## src/rtl/esoc_pkg.sv

```systemverilog
// shared constants and types for the observer controller
package esoc_pkg;

  localparam int WordBitsDef = 32;
  localparam int FracBitsDef = 16;
  localparam int RecipShift  = 62;
  localparam int CfgAddrBits = 5;

  typedef enum logic [2:0] {
    REG_ORDER  = 3'd0,
    REG_BW     = 3'd1,
    REG_PROP   = 3'd2,
    REG_DERIV  = 3'd3,
    REG_TSTEP  = 3'd4,
    REG_B0     = 3'd5,
    REG_DMAX   = 3'd6,
    REG_DMIN   = 3'd7
  } reg_idx_t;

  localparam logic [1:0] LIM_NONE = 2'd0;
  localparam logic [1:0] LIM_MAX  = 2'd1;
  localparam logic [1:0] LIM_MIN  = 2'd2;

  // request to the shared multiplier
  typedef struct packed {
    logic              start;
    logic signed [64:0] a;
    logic signed [64:0] b;
    logic [6:0]        shift;
  } mul_req_t;

endpackage

```

## src/rtl/esoc_mul.sv

```systemverilog
// multi-cycle signed multiply with floor shift and word saturation
module esoc_mul
  import esoc_pkg::*;
#(
  parameter int WORD_BITS = WordBitsDef
) (
  input  logic                        clk,
  input  logic                        rst,
  input  mul_req_t                    req,
  output logic                        done,
  output logic signed [WORD_BITS-1:0] result
);
  // magnitude multiply, 16 bits of b per cycle, then shift and saturate
  localparam int StepBits = 16;
  localparam int Steps = 4;

  logic [63:0]  ma;
  logic [63:0]  mb;
  logic [127:0] acc;
  logic         neg;
  logic [6:0]   shift;
  logic [2:0]   step;
  logic         busy;
  logic         fin;

  logic [127:0] part;
  logic [127:0] q;
  logic         rem;
  logic [127:0] mask;
  logic signed [WORD_BITS-1:0] res_next;

  localparam logic [127:0] WMaxU = (128'd1 << (WORD_BITS - 1)) - 128'd1;

  always_comb begin
    part = 128'(ma * 64'(mb[StepBits-1:0])) << (StepBits * step);
    mask = (128'd1 << shift) - 128'd1;
    q = acc >> shift;
    rem = |(acc & mask);
    if (!neg) begin
      res_next = (q > WMaxU) ? WORD_BITS'(WMaxU) : WORD_BITS'(q);
    end else if (q > WMaxU) begin
      res_next = ~WORD_BITS'(WMaxU);
    end else begin
      res_next = WORD_BITS'(-$signed({1'b0, q + 128'(rem)}));
    end
  end

  always_ff @(posedge clk) begin
    if (rst) begin
      busy <= 1'b0;
      fin <= 1'b0;
      done <= 1'b0;
      step <= '0;
    end else begin
      done <= 1'b0;
      if (req.start) begin
        busy <= 1'b1;
        fin <= 1'b0;
        step <= '0;
        neg <= req.a[64] ^ req.b[64];
        ma <= req.a[64] ? 64'(-req.a) : 64'(req.a);
        mb <= req.b[64] ? 64'(-req.b) : 64'(req.b);
        shift <= req.shift;
        acc <= '0;
      end else if (busy) begin
        acc <= acc + part;
        mb <= mb >> StepBits;
        step <= step + 3'd1;
        if (step == 3'(Steps - 1)) begin
          busy <= 1'b0;
          fin <= 1'b1;
        end
      end else if (fin) begin
        fin <= 1'b0;
        done <= 1'b1;
        result <= res_next;
      end
    end
  end
endmodule

```

## config.mk

```make
export PLATFORM = sky130hd
export DESIGN_NAME = esoc_mul
export DESIGN_NICKNAME = d
export VERILOG_FILES = /design/src/rtl/esoc_pkg.sv /design/src/rtl/esoc_mul.sv
export SDC_FILE = /design/constraint.sdc
export NUM_CORES = 2
export LEC_CHECK = 0
export ABC_AREA = 1
export BUFFER_PORTS_ARGS = -buffer_cell sky130_fd_sc_hd__buf_4
export CAP_MARGIN = 20
export CELL_PAD_IN_SITES_DETAIL_PLACEMENT = 0
export CELL_PAD_IN_SITES_GLOBAL_PLACEMENT = 1
export CORE_UTILIZATION = 35
export DETAILED_ROUTE_END_ITERATION = 10
export PLACE_DENSITY = 0.77
export SYNTH_ARGS = -nofsm -noshare
export SYNTH_HDL_FRONTEND = slang
export SYNTH_SLANG_ARGS = --single-unit
```

## constraint.sdc

```tcl
create_clock -name clk -period 20.1 [get_ports clk]
set_input_delay 1.005 -clock clk [delete_from_list [all_inputs] [get_ports clk]]
set_output_delay 1.005 -clock clk [all_outputs]
set_load 0.01 [all_outputs]
```

==> flow_summary.yaml <==
run_status:
  run_status: "finished clean"
cts:
  post-cts-setup-buffer-count: 0
  numClockSinks: 302
  cts-resized-gates: 0
  clock_latency_ns: 0.73
  cts_inserted_buffers: 49
  worst_setup_hold_path_clk_slew_ns: 0.06
  cts_tree: "done"
  cts.htree.levels: 2
  clk_path_buf_depth: 3
  clockRootBuffer: "sky130_fd_sc_hd__clkbuf_16"
  ctsHoldBuffers: 0
floorplanning:
  die_area_sq_um: 221000
  chipWidth_microns: 470
  core-area_sq_um: 217000
  initial_core_util_pct: 35.3
  row_count: 171
  fp.dieH_microns: 470
  top_ports: 173
routing:
  ant_nets: 0
  detailedRoute.firstIterationViolations: 9836
  dr_vias: 81700
  post_drt_via_cell_ratio: 5.57
  drc: 0
  totalWireLength_microns: 367000
  routedWlPerCell_microns: 25.0
  drtPass1Iterations: 7
layout:
  layout.cells.most_common_list: "sky130_fd_sc_hd__nand2_1 (3229), sky130_fd_sc_hd__inv_1 (2202), sky130_fd_sc_hd__nor2_1 (1154)"
  ff_latch_area_sq_um: 9010
  fillCellCount: 23900
  drive_above_1_share_pct: 3.95
  multi_input_comb_area_sq_um: 57000
  area_growth_syn_to_layout_pct: 6.36
  final_common_cell: "sky130_fd_sc_hd__nand2_1"
  nNetsFinal: 13100
setup_path:
  cp_slowest_cell: "sky130_fd_sc_hd__o21ai_0"
  critPathMaxFanout: 55
  crit_family: "adder cells"
  critical-path-max-stage-delay_ns: 0.79
  crit_arrival_ns: 12.32
  worstSetupEndpointType: "flop"
  worst-path-buf-inv: 7
  timing_worst_setup_path_type: "flop to flop"
  critPathMostFrequentCell: "sky130_fd_sc_hd__nand2_1"
  start_kind: "flop"
  worstPathRequired_ns: 20.58
synth:
  synthesis.instances: 12000
  synth_cell_types: 64
  netlist.top_cell.by_area: "sky130_fd_sc_hd__fa_1"
  ys_dominant_reg_cell: "sky130_fd_sc_hd__edfxtp_1"
  postSynth.asyncResetShare_pct: 0
  post-synth-top-area-fraction_pct: 22.6
  synth_edf_count: 296
  mean_instance_size_in_the_synthesized_netlist_sq_um: 6.39
  synth.top_cells.by_area: "sky130_fd_sc_hd__fa_1 (23%), sky130_fd_sc_hd__nand2_1 (16%), sky130_fd_sc_hd__edfxtp_1 (12%), sky130_fd_sc_hd__inv_1 (11%), sky130_fd_sc_hd__nand3_1 (7.2%)"
  yosysWarningCount: 0
  synth_area_sq_um: 76700
  synth_nets: 13300
  synth.yosys.seq_area_share_pct: 11.7
  ys_seq_elements: 302
min_path:
  worst_min_delay_path_class: "input port to flop"
sta:
  grt_setup_unrepaired: "false"
  clock-skew-final_ns: 0.0245
  final_sum_of_negative_setup_slack_ns: 0
  final_hold_viol_count: 0
  timing.final.max_slew_violations: 0
  setup_slack_ns: 8.25
  layout_worst_path_cycle_share_pct: 58.9
  slew_headroom_pct: 16.3
  setup_violations: 0
  minimum_clock_period_after_layout_ns: 11.85
  clock.fmax_mhz: 84.4
  tightest_slew_ns: 1.24
global_routing:
  globalRouteOverflowTotal: 0
  grt_start_max_net_pins: 140
  globalRouteTotalUtil_pct: 32.7
  grt_pass1_wl_microns: 539000
  first_global_vias: 78900
  antenna_violations_before_repair: 18
placed_design:
  last_weighted_congestion_value_of_the_routability_driven_placer: 1.04
  hpwl_microns: 305000
  pre_cts_ws_ns: 8.74
  buffer_ports.inserted: 172
run:
  cap_violations: 0
[cell type report]
cell class | count | share of cell area (%)
Clock buffer | 59 | 1.56
Sequential cell | 302 | 11.1
Timing Repair Buffer | 269 | 2.57
Tap cell | 2854 | 4.38
Inverter | 2218 | 10.2
Multi-Input combinational cell | 8941 | 69.8
Antenna cell | 6 | 0.0184
Clock inverter | 33 | 0.357
[metal layers]
layer	global-route usage, %	part of all wire, %	vias up
met2	47.3	41	3844
li1	-	-	37300
met4	10.8	3.6	16
met3	6.65	9.7	478
met1	48.1	46	40100
met5	0	0.028	-
[sequential cells by signal, summed over array words and instances, names as in the netlist]
register	cells
step	3
result	32
fin	1
ma	64
neg	1
acc	128
mb	64
busy	1
done	1
shift	7
[worst paths after layout]
path,start,endpoint,slack (ns),cells after the start
worst max-delay path,mb[11],acc[117],8.25,40
worst min-delay path,req[5],shift[5],0.45,1
worst max register to register,mb[11],acc[117],8.25,40
worst min register to register,mb[60],mb[44],0.52,2
[cell families after synthesis]
logic type                 after synthesis  synth area share (%)
AOI/OAI and AO/OA                     1602                  11.4
xor gates and xnor gates               185                  2.11
adders and majority gates             1198                  28.0
buffers and inverters                 2764                  14.0
DFF                                    302                  11.7
muxes                                   15                 0.196
and+or+nand+nor                       5941                  32.5
[cell usage after synthesis (all sizes together) (11+ instances only)]
cell type	number
edfxtp	296
a21boi	13
a31oi	116
ha	331
o21bai	15
xnor2	64
nor3	97
o21a	61
nor2	1200
buf	186
a21oi	655
clkbuf	360
o22ai	16
o31ai	11
nand3b	34
nor4	34
nand4	171
and2	20
o211ai	35
or2	22
xor2	121
o21ai	621
a21o	29
nand2	3240
nand3	1107
inv	2216
fa	867
mux2i	15
[through the flow]
step	util, %	hold WS [ns]	instance area (sq um)	std cells
final	37.5	0.450	81600	14700
after floorplan	-	0.443	76700	12000
after CTS	37.5	0.403	81500	14700
after detailed placement	36.8	0.506	79900	14600
after global routing	37.5	0.432	81600	14700
after global placement	36.8	0.496	79900	14600
Power is not shown: default switching activity piles up to over one toggle a cycle in this logic, so the estimate is an artifact.
