$ cat config.mk
export PLATFORM = sky130hd
export DESIGN_NAME = esoc_div
export DESIGN_NICKNAME = d
export VERILOG_FILES = /design/src/rtl/esoc_pkg.sv /design/src/rtl/esoc_div.sv
export SDC_FILE = /design/constraint.sdc
export NUM_CORES = 1
export LEC_CHECK = 0
export ABC_CLOCK_PERIOD_IN_PS = 6050
export BUFFER_PORTS_ARGS = -buffer_cell sky130_fd_sc_hd__buf_2
export CORE_MARGIN = 2
export CORE_UTILIZATION = 42
export DETAILED_ROUTE_END_ITERATION = 10
export PLACE_DENSITY = 0.61
export SETUP_SLACK_MARGIN = 0.1
export SLEW_MARGIN = 20
export SYNTH_ARGS = -nofsm -noshare
export SYNTH_HDL_FRONTEND = slang
export SYNTH_SLANG_ARGS = --single-unit
$ cat constraint.sdc
create_clock -name clk -period 6.05 [get_ports clk]
set_input_delay 1.21 -clock clk [delete_from_list [all_inputs] [get_ports clk]]
set_output_delay 1.21 -clock clk [all_outputs]
set_load 0.02 [all_outputs]
$ cat src/rtl/esoc_pkg.sv
// shared constants and types for the observer controller
package esoc_pkg;

  localparam int WordBitsDef = 32;
  localparam int FracBitsDef = 16;
  localparam int RecipShift  = 62;
  localparam int CfgAddrBits = 5;

  typedef enum logic [2:0] {
    REG_ORDER  = 3'd0,
    REG_BW     = 3'd1,
    REG_PROP   = 3'd2,
    REG_DERIV  = 3'd3,
    REG_TSTEP  = 3'd4,
    REG_B0     = 3'd5,
    REG_DMAX   = 3'd6,
    REG_DMIN   = 3'd7
  } reg_idx_t;

  localparam logic [1:0] LIM_NONE = 2'd0;
  localparam logic [1:0] LIM_MAX  = 2'd1;
  localparam logic [1:0] LIM_MIN  = 2'd2;

  // request to the shared multiplier
  typedef struct packed {
    logic              start;
    logic signed [64:0] a;
    logic signed [64:0] b;
    logic [6:0]        shift;
  } mul_req_t;

endpackage

$ cat src/rtl/esoc_div.sv
// restoring divider for the reciprocal of the plant gain
module esoc_div
  import esoc_pkg::*;
(
  input  logic        clk,
  input  logic        rst,
  input  logic        start,
  input  logic [30:0] divisor,
  output logic        busy,
  output logic [62:0] quotient
);
  // one quotient bit per cycle over a 63 bit dividend of 2^62
  logic [31:0] rem;
  logic [5:0]  cnt;
  logic [32:0] trial;
  logic        bit_in;

  always_comb begin
    bit_in = (cnt == 6'd62);
    trial = {rem, bit_in} - {2'b0, divisor};
  end

  always_ff @(posedge clk) begin
    if (rst) begin
      busy <= 1'b0;
      cnt <= '0;
    end else if (start) begin
      busy <= 1'b1;
      cnt <= 6'd62;
      rem <= '0;
      quotient <= '0;
    end else if (busy) begin
      if (!trial[32]) begin
        rem <= trial[31:0];
        quotient <= {quotient[61:0], 1'b1};
      end else begin
        rem <= {rem[30:0], bit_in};
        quotient <= {quotient[61:0], 1'b0};
      end
      if (cnt == 6'd0) begin
        busy <= 1'b0;
      end else begin
        cnt <= cnt - 6'd1;
      end
    end
  end
endmodule

==> impl_results.md, run 1 <==
* Outcome: complete, no violations
* Leakage at between 2 and 3 nW
* FF-to-FF End: rem[20]$_SDFFCE_PP0P_
* Iteration count of the initial detailed-routing pass at 4
* Reg-to-reg slack, setup at 1.96 ns
* Vias in the first global route at ~4100
* Synth top cells by count: 95 x edfxtp_1, 66 x nor2b_1, 44 x nor2_1, 40 x inv_1
* Max_slew headroom at roughly a third
* Seq/Total Area, Yosys at 50.44%
* Post-DP HPWL at ~9000 µm
* Latest clock arrival within the worst-skew pair at approximately 0.35 ns
* Synth Cell Area at approximately 0.006 mm²
* Post-CTS Hold Fix Bufs at 0
* Clock sink count at around 100
* Root buffer cell: clkbuf_16
* Max Cap Violations at 0
* CTS tree: yes
* Routed vias at about 4200
* Post-synth top area cell: edfxtp_1
* # DRC at 0
* Initial antenna violation count at 0
* Drt total wl at 12410 µm
* Final setup fails at 0
* WL per Instance at about 15 µm
* Pint at approximately 1.4 mW
* Level count of the clock H-tree at 3
* Hold path start: quotient[27]$_SDFFCE_PP0P_
* Unrepaired setup endpoints after global routing: false
* GRT Total Usage at 16.88%
* Vias per cell at roughly 5.2
* WS Path Type: in -> reg
* Starting density of the core at a little over two fifths
* Yosys reg bits at 102
* Cells after DPL at between 700 and 800
* Fraction of registers with async set or reset after synthesis at 0%
* CP max FO at 19
* Gpl congestion at ~0.86
* Clk pwr share at between 30% and 40%
* Final ANT Viol Nets at 0
* Synth Warn # at 0
* Rows at between 40 and 50
* Combinational share of power at between 20% and 30%
* FF-to-FF path depth at 16
* Largest net degree at the start of global routing at 96
* Crit end category: register
* # IOs at 98
* Area of the core at around 0.014 mm²
* Share of layout cells above drive strength 1 at 20.66%
* Top-count cell post-synth: edfxtp_1
* Post-synth EDFFs at 95
* Total grt overflow at 0
* Input/output buffers at 97
* Fin crit share at 70.76%
* Die area at 0.01509 mm²
* Area grow syn2layout at 15.52%
* Sw Ratio at 30.09%
* PwrDens at 287.2 mW/mm²
* DRT iter0 DRCs at ~180
* Die W at between 100 and 150 µm
* Total nets after synthesis at slightly above 600
* Final min period at approximately 4.3 ns
* Non-Filler Instances at 814
* Clock-pin slew on the worst setup and hold paths at approximately 0.07 ns
* Hold worst-path end: quotient[28]$_SDFFCE_PP0P_
* DIE HEIGHT at roughly 120 µm
* Ranking of synthesized cells by area: edfxtp_1 48%, ha_1 7.2%, nor2b_1 7.0%
* Resized Gates After CTS at 0
* Cell variety after synth at a little under 60
* Required time worst endpoint at approximately 6.1 ns
* Slew @ Worst Pin at ~0.98 ns
* Reg2Reg Launch Point: cnt[0]$_SDFFE_PP0P_
* Final core occ at between 40% and 50%
* Clock tree buffer depth at 2
* Achievable Freq at between 200 and 250 MHz
* First-pass GRT wire length at approximately 20000 µm
* Mean area per synthesized cell at 11.01 µm²
* Final Skew at about 0.009 ns
* Flop pwr share at between 40 and 50%
* Total power at 1.969 mW
* Top cell type's share of synthesized area at 48.08%
* Worst VDD drop at 0.0001309 V
* Worst Path Arrival at about 4.3 ns
* Hold depth at 1
* Total CTS buffers at 9
* Max Slew Vio Count at 0
* Antenna diodes at 0
* Post-synth top flop: edfxtp_1
* Synth Instances at roughly 540
* Post-CTS Setup Bufs at 0
* Final layout net count at approximately 700
* Fin. Hold Viols at 0
* Startpoint types: primary input
* Sum Neg Setup Slack at 0 ns
* P_sw at 0.5925 mW
* Worst hold path class: reg -> reg
-- worst max-delay path by stage --
stage	cells after the start	slack (ns)	to	from
after floorplan	4	1.27	quotient[0]$_SDFFCE_PP0P_	start
after CTS	14	1.78	rem[19]$_SDFFCE_PP0P_	divisor[0]
after global placement	14	1.50	rem[16]$_SDFFCE_PP0P_	divisor[0]
after detailed placement	14	1.41	rem[20]$_SDFFCE_PP0P_	divisor[0]
final	14	1.77	rem[20]$_SDFFCE_PP0P_	divisor[0]
after global routing	14	1.49	rem[18]$_SDFFCE_PP0P_	divisor[0]
-- metrics by stage --
step,setup WS [ns],hold slack (ns),area [µm²]
after floorplan,1.273,0.5379,5936
after global placement,1.502,0.5419,6561
after detailed placement,1.414,0.5478,6561
after CTS,1.779,0.5671,6854
after global routing,1.487,0.5872,6854
final,1.769,0.5624,6854
-- layout by cell type, fill, tap and decap left out, types with 2 or more instances in the layout --
cell type and count:
or3_1 2, o21ai_2 2, clkinv_1 2, ha_1 34
nor3b_1 3, nand2b_1 3, nand4_1 5, nor2_1 43
and3_1 4, nand3_1 10, o211ai_1 4, o21bai_1 3
o2111ai_1 2, dfxtp_1 7, edfxtp_1 95, a31oi_1 10
nand2_1 20, and2_1 3, or4_1 3, xnor2_1 17
o21a_1 3, o21ai_0 11, mux2i_1 25, a211o_1 2
a211oi_2 3, o21ai_1 2, inv_1 40, xor2_1 14
a21oi_1 34, buf_2 97, buf_4 5, clkbuf_16 9
o31ai_1 2, nor3_1 5, nor2b_1 66, inv_6 2
a21o_1 17
-- area by class of cell --
cell class / instances / area, µm²
sequential: 102 / 2993
clock buffer: 9 / 225.2
fill: 1286 / 6973
timing repair buffer: 102 / 523.0
tap: 180 / 225.2
clock inverter: 6 / 67.56
inverter: 41 / 153.9
multi-input combinational: 374 / 2666
-- power by group through the flow --
stage          Sequential, mW  Combinational, mW  Clock, mW
6_report                0.872              0.506      0.591
5_1_grt                 0.879              0.564      0.627
4_1_cts                 0.872              0.509      0.608
3_5_place_dp            0.886              0.507          0
3_3_place_gp            0.884              0.497          0
2_1_floorplan           0.914              0.372          0
-- state kept, by name, summed over array words and instances (netlist names) --
register	flops
rem	32
busy	1
cnt	6
quotient	63
-- metal layers --
layer	global-route usage, %	share of wire [%]
met5	0	0
met4	8.405	2.7
met3	2.742	3.1
met2	26.04	47
met1	23.00	47
-- kinds of logic (layout without fill, tap and decap cells) --
family / after synthesis / after routing / synth area share (%)
AO/OA/AOI/OAI: 109 / 109 / 12.61
adder cells (fa/ha/maj): 35 / 35 / 7.507
buffers and inverters: 63 / 158 / 4.871
flip-flops: 102 / 102 / 50.44
XOR/XNOR: 31 / 31 / 4.576
multiplexers: 27 / 27 / 4.660
AND/OR/NAND/NOR: 172 / 172 / 15.33
-- critical path: stages --
cell	delay, ns
buf_2	0.08
ha_1	0.15
inv_1	0.05
fa_1	0.43
a211oi_2	0.23
o21ai_2	0.12
o211ai_2	0.28
o2111ai_1	0.19
a31oi_1	0.26
nor3b_1	0.13
a211oi_4	0.46
buf_4	0.43
mux2i_1	0.25
nor2_1	0.06
Note: power is estimated with default switching activity, not from simulation.
==> inputs of run 2 (changes only) <==
- ABC_AREA: default -> 1
- ABC_CLOCK_PERIOD_IN_PS: 6050 -> 3700
- PLACE_DENSITY: 0.61 -> 0.6
- clock period: 6.05 -> 3.7 ns (I/O delays scaled with it)
==> impl_results.md, run 2 <==
* DIE HEIGHT at 136.0 µm (was 122.9 µm)
* Drt total wl at 16870 µm (was 12410 µm)
* Max reg flops at 63 (unchanged)
* P_sw at 1.241 mW (was 0.5925 mW)
* Rows at 48 (was 43)
* Largest regs: quotient (63), rem (32), cnt (6) (unchanged)
* Post-CTS Setup Bufs at 0 (unchanged)
* # DRC at 0 (unchanged)
* Fraction of registers with async set or reset after synthesis at 0% (unchanged)
* Total CTS buffers at 9 (unchanged)
* Total power at 3.440 mW (was 1.969 mW)
* Post-CTS Hold Fix Bufs at 0 (unchanged)
* Worst-path cell chain: inv_1, ha_1, nand3_1, ha_1, inv_1, fa_1, nand2_1, nand2_1, nand3b_1, nand2_2, nand2_2, nand2_4, nand2_4, nand3_2, nand2_4, nand2_2, nand2_1, nor2_2 (was buf_2, ha_1, inv_1, fa_1, a211oi_2, o21ai_2, o211ai_2, o2111ai_1, a31oi_1, nor3b_1, a211oi_4, buf_4, mux2i_1, nor2_1)
* Most common cell after layout, fill and taps aside: nand2_1 (was buf_2)
* Worst VDD drop at 0.0002283 V (was 0.0001309 V)
* Clock sink count at 102 (unchanged)
* Max Cap Violations at 0 (unchanged)
* Sw Ratio at 36.07% (was 30.09%)
* Synth Cell Area at 0.007323 mm² (was 0.005933 mm²)
* Achievable Freq at roughly 340 MHz
* CP max FO at 30 (was 19)
* CP max-delay cell: fa_1 (was a211oi_4)
* Fin. Hold Viols at 0 (unchanged)
* Routed vias at 5888 (was 4248)
* Hold path start: cnt[0]$_SDFFE_PP0P_ (was quotient[27]$_SDFFCE_PP0P_)
* Starting density of the core at 42.64% (was 42.91%)
* Required time worst endpoint at 3.82 ns (was 6.11 ns)
* Iteration count of the initial detailed-routing pass at 5 (was 4)
* Input/output buffers at 97 (unchanged)
* Leakage at 4.421 nW (was 2.977 nW)
* Resized Gates After CTS at 0 (unchanged)
* WS Path Type: reg -> reg (was in -> reg)
* Antenna diodes at 0 (unchanged)
* First-pass GRT wire length at 27740 µm (was 19900 µm)
* Largest net degree at the start of global routing at 65 (was 96)
* Clock-pin slew on the worst setup and hold paths at 0.08 ns (was 0.07 ns)
* Synth Instances at 994 (was 539)
* Crit end category: register (unchanged)
* Clk pwr share at 27.8% (was 30.0%)
* Final Skew at 0.007807 ns (was 0.008839 ns)
* Synth Warn # at 0 (unchanged)
* Top cell type's share of synthesized area at 38.95% (was 48.08%)
* DRT iter0 DRCs at 456 (was 179)
* Total grt overflow at 0 (unchanged)
* Vias in the first global route at 5702 (was 4130)
* Unrepaired setup endpoints after global routing: false (unchanged)
* Yosys reg bits at 102 (unchanged)
* # fillers at 1789 (was 1286)
* Latest clock arrival within the worst-skew pair at 0.36 ns (was 0.35 ns)
* Post-synth top area cell: edfxtp_1 (unchanged)
* Level count of the clock H-tree at 3 (unchanged)
* Post-synth top flop: edfxtp_1 (unchanged)
* Initial antenna violation count at 0 (unchanged)
* PwrDens at 416.4 mW/mm² (was 287.2 mW/mm²)
* # IOs at 98 (unchanged)
* Max_slew headroom at 47.66% (was 34.74%)
* Final min period at around 2.9 ns
* Post-DP HPWL at 12750 µm (was 8784 µm)
* Commonest cells after routing, fill and taps aside: 289 x nand2_1, 225 x inv_1, 110 x nor2_1, 97 x buf_2, 95 x edfxtp_1 (was 97 x buf_2, 95 x edfxtp_1, 66 x nor2b_1, 43 x nor2_1, 40 x inv_1)
* Share of layout cells above drive strength 1 at 20.84% (was 20.66%)
* Pint at 2.199 mW (was 1.376 mW)
* Clock tree buffer depth at 2 (unchanged)
* GRT Total Usage at 19.06% (was 16.88%)
* Fin crit share at 79.35%
* Flop pwr share at 41.4% (was 44.3%)
* Reg2Reg Launch Point: cnt[0]$_SDFFE_PP0P_ (unchanged)
* WL per Instance at 12.79 µm (was 15.24 µm)
* Area of the core at 0.01718 mm² (was 0.01383 mm²)
* Max Slew Vio Count at 0 (unchanged)
* CTS tree: yes (unchanged)
* Outcome: complete, no violations (unchanged)
* Total nets after synthesis at 1063 (was 608)
* Die area at 0.01851 mm² (was 0.01509 mm²)
* Worst Path Arrival at 3.06 ns (was 4.34 ns)
* Seq/Total Area, Yosys at 40.87% (was 50.44%)
* Top-count cell post-synth: nand2_1 (was edfxtp_1)
* Biggest register: quotient (unchanged)
* Vias per cell at 4.464 (was 5.219)
* Area grow syn2layout at 12.81% (was 15.52%)
* Final layout net count at 1158 (was 699)
* Slew @ Worst Pin at 0.7851 ns (was 0.9790 ns)
* Die W at 136.0 µm (was 122.9 µm)
* Mean area per synthesized cell at 7.367 µm² (was 11.01 µm²)
* Gpl congestion at 0.9379 (was 0.8634)
* Startpoint types: register (was primary input)
* Synth top cells by count: 289 x nand2_1, 225 x inv_1, 111 x nor2_1, 95 x edfxtp_1, 60 x nor2_2 (was 95 x edfxtp_1, 66 x nor2b_1, 44 x nor2_1, 40 x inv_1)
* Final setup fails at 0 (unchanged)
* Sum Neg Setup Slack at 0 ns (unchanged)
* Cell variety after synth at 38 (was 59)
* First element of the critical path: cnt[0]$_SDFFE_PP0P_ (was divisor[0])
* Post-synth EDFFs at 95 (unchanged)
* Combinational share of power at 30.8% (was 25.7%)
* Ranking of synthesized cells by area: edfxtp_1 39%, nand2_1 15%, inv_1 12% (was edfxtp_1 48%, ha_1 7.2%, nor2b_1 7.0%)
* Worst hold path class: reg -> reg (unchanged)
* CP peak stage delay at 0.43 ns (was 0.46 ns)
* Root buffer cell: clkbuf_16 (unchanged)
* Final ANT Viol Nets at 0 (unchanged)
==> run 2: metrics by stage <==
step / std cells / utilization (%) / cell area (µm²) / worst slack (ns) / hold slack, ns
2_1_floorplan: 994 / - / 7331 / 0.7870 / 0.4450
3_3_place_gp: 1303 / 46.43 / 7975 / 0.6818 / 0.4683
3_5_place_dp: 1303 / 46.43 / 7975 / 0.6442 / 0.4713
4_1_cts: 1319 / 48.10 / 8262 / 0.7300 / 0.4873
5_1_grt: 1319 / 48.10 / 8262 / 0.4783 / 0.5341
6_report: 1319 / 48.10 / 8262 / 0.7641 / 0.4885
==> run 2: layout make-up <==
| type | count | area (µm²) | share of cell area [%] |
|---|---|---|---|
| multi-input cells | 642 | 3311 | 40.07 |
| well taps | 225 | 281.5 | 3.408 |
| inverters | 233 | 874.6 | 10.59 |
| repair buffers | 101 | 515.5 | 6.240 |
| clock buffers | 9 | 225.2 | 2.726 |
| flip-flops and latches | 102 | 2993 | 36.23 |
| clock inverters | 7 | 61.31 | 0.7421 |
==> run 2: cell families (layout without fill, tap and decap cells) <==
logic type | Yosys count | after routing | share of synthesized area (%)
flip-flops | 102 | 102 | 40.87
XOR/XNOR | 15 | 15 | 1.794
adder cells (fa/ha/maj) | 35 | 35 | 6.082
AND/OR/NAND/NOR | 553 | 553 | 34.15
buffers and inverters | 250 | 350 | 14.03
AO/OA/AOI/OAI | 39 | 39 | 3.075
==> run 2: layer usage <==
layer	part of all wire, %	vias up	track usage (%)
met5	0	-	0
met4	1.5	0	6.829
met3	4.0	14	2.088
met2	45	96	30.01
met1	50	2596	27.09
li1	-	3182	-
==> run 2: power groups by stage <==
stage	Clock, mW	Sequential (mW)	Combinational (mW)
2_1_floorplan	0	1.50	0.809
3_3_place_gp	0	1.45	1.06
3_5_place_dp	0	1.45	1.06
4_1_cts	0.983	1.43	1.07
5_1_grt	1.02	1.44	1.21
6_report	0.955	1.42	1.06
==> run 2: critical path, delay by kind of cell (launching register included) <==
kind          cells  cell delay, ns
simple gates     13            1.40
flops             1            0.33
buf+inv           2            0.16
fa+ha+maj         3            0.78
==> run 2: worst paths after layout <==
kind	slack (ns)	end	cells past startpoint
setup reg to reg	0.76	rem[25]$_SDFFCE_PP0P_	18
setup / recovery	0.76	rem[25]$_SDFFCE_PP0P_	18
hold / removal	0.49	cnt[0]$_SDFFE_PP0P_	2
hold reg to reg	0.49	cnt[0]$_SDFFE_PP0P_	2
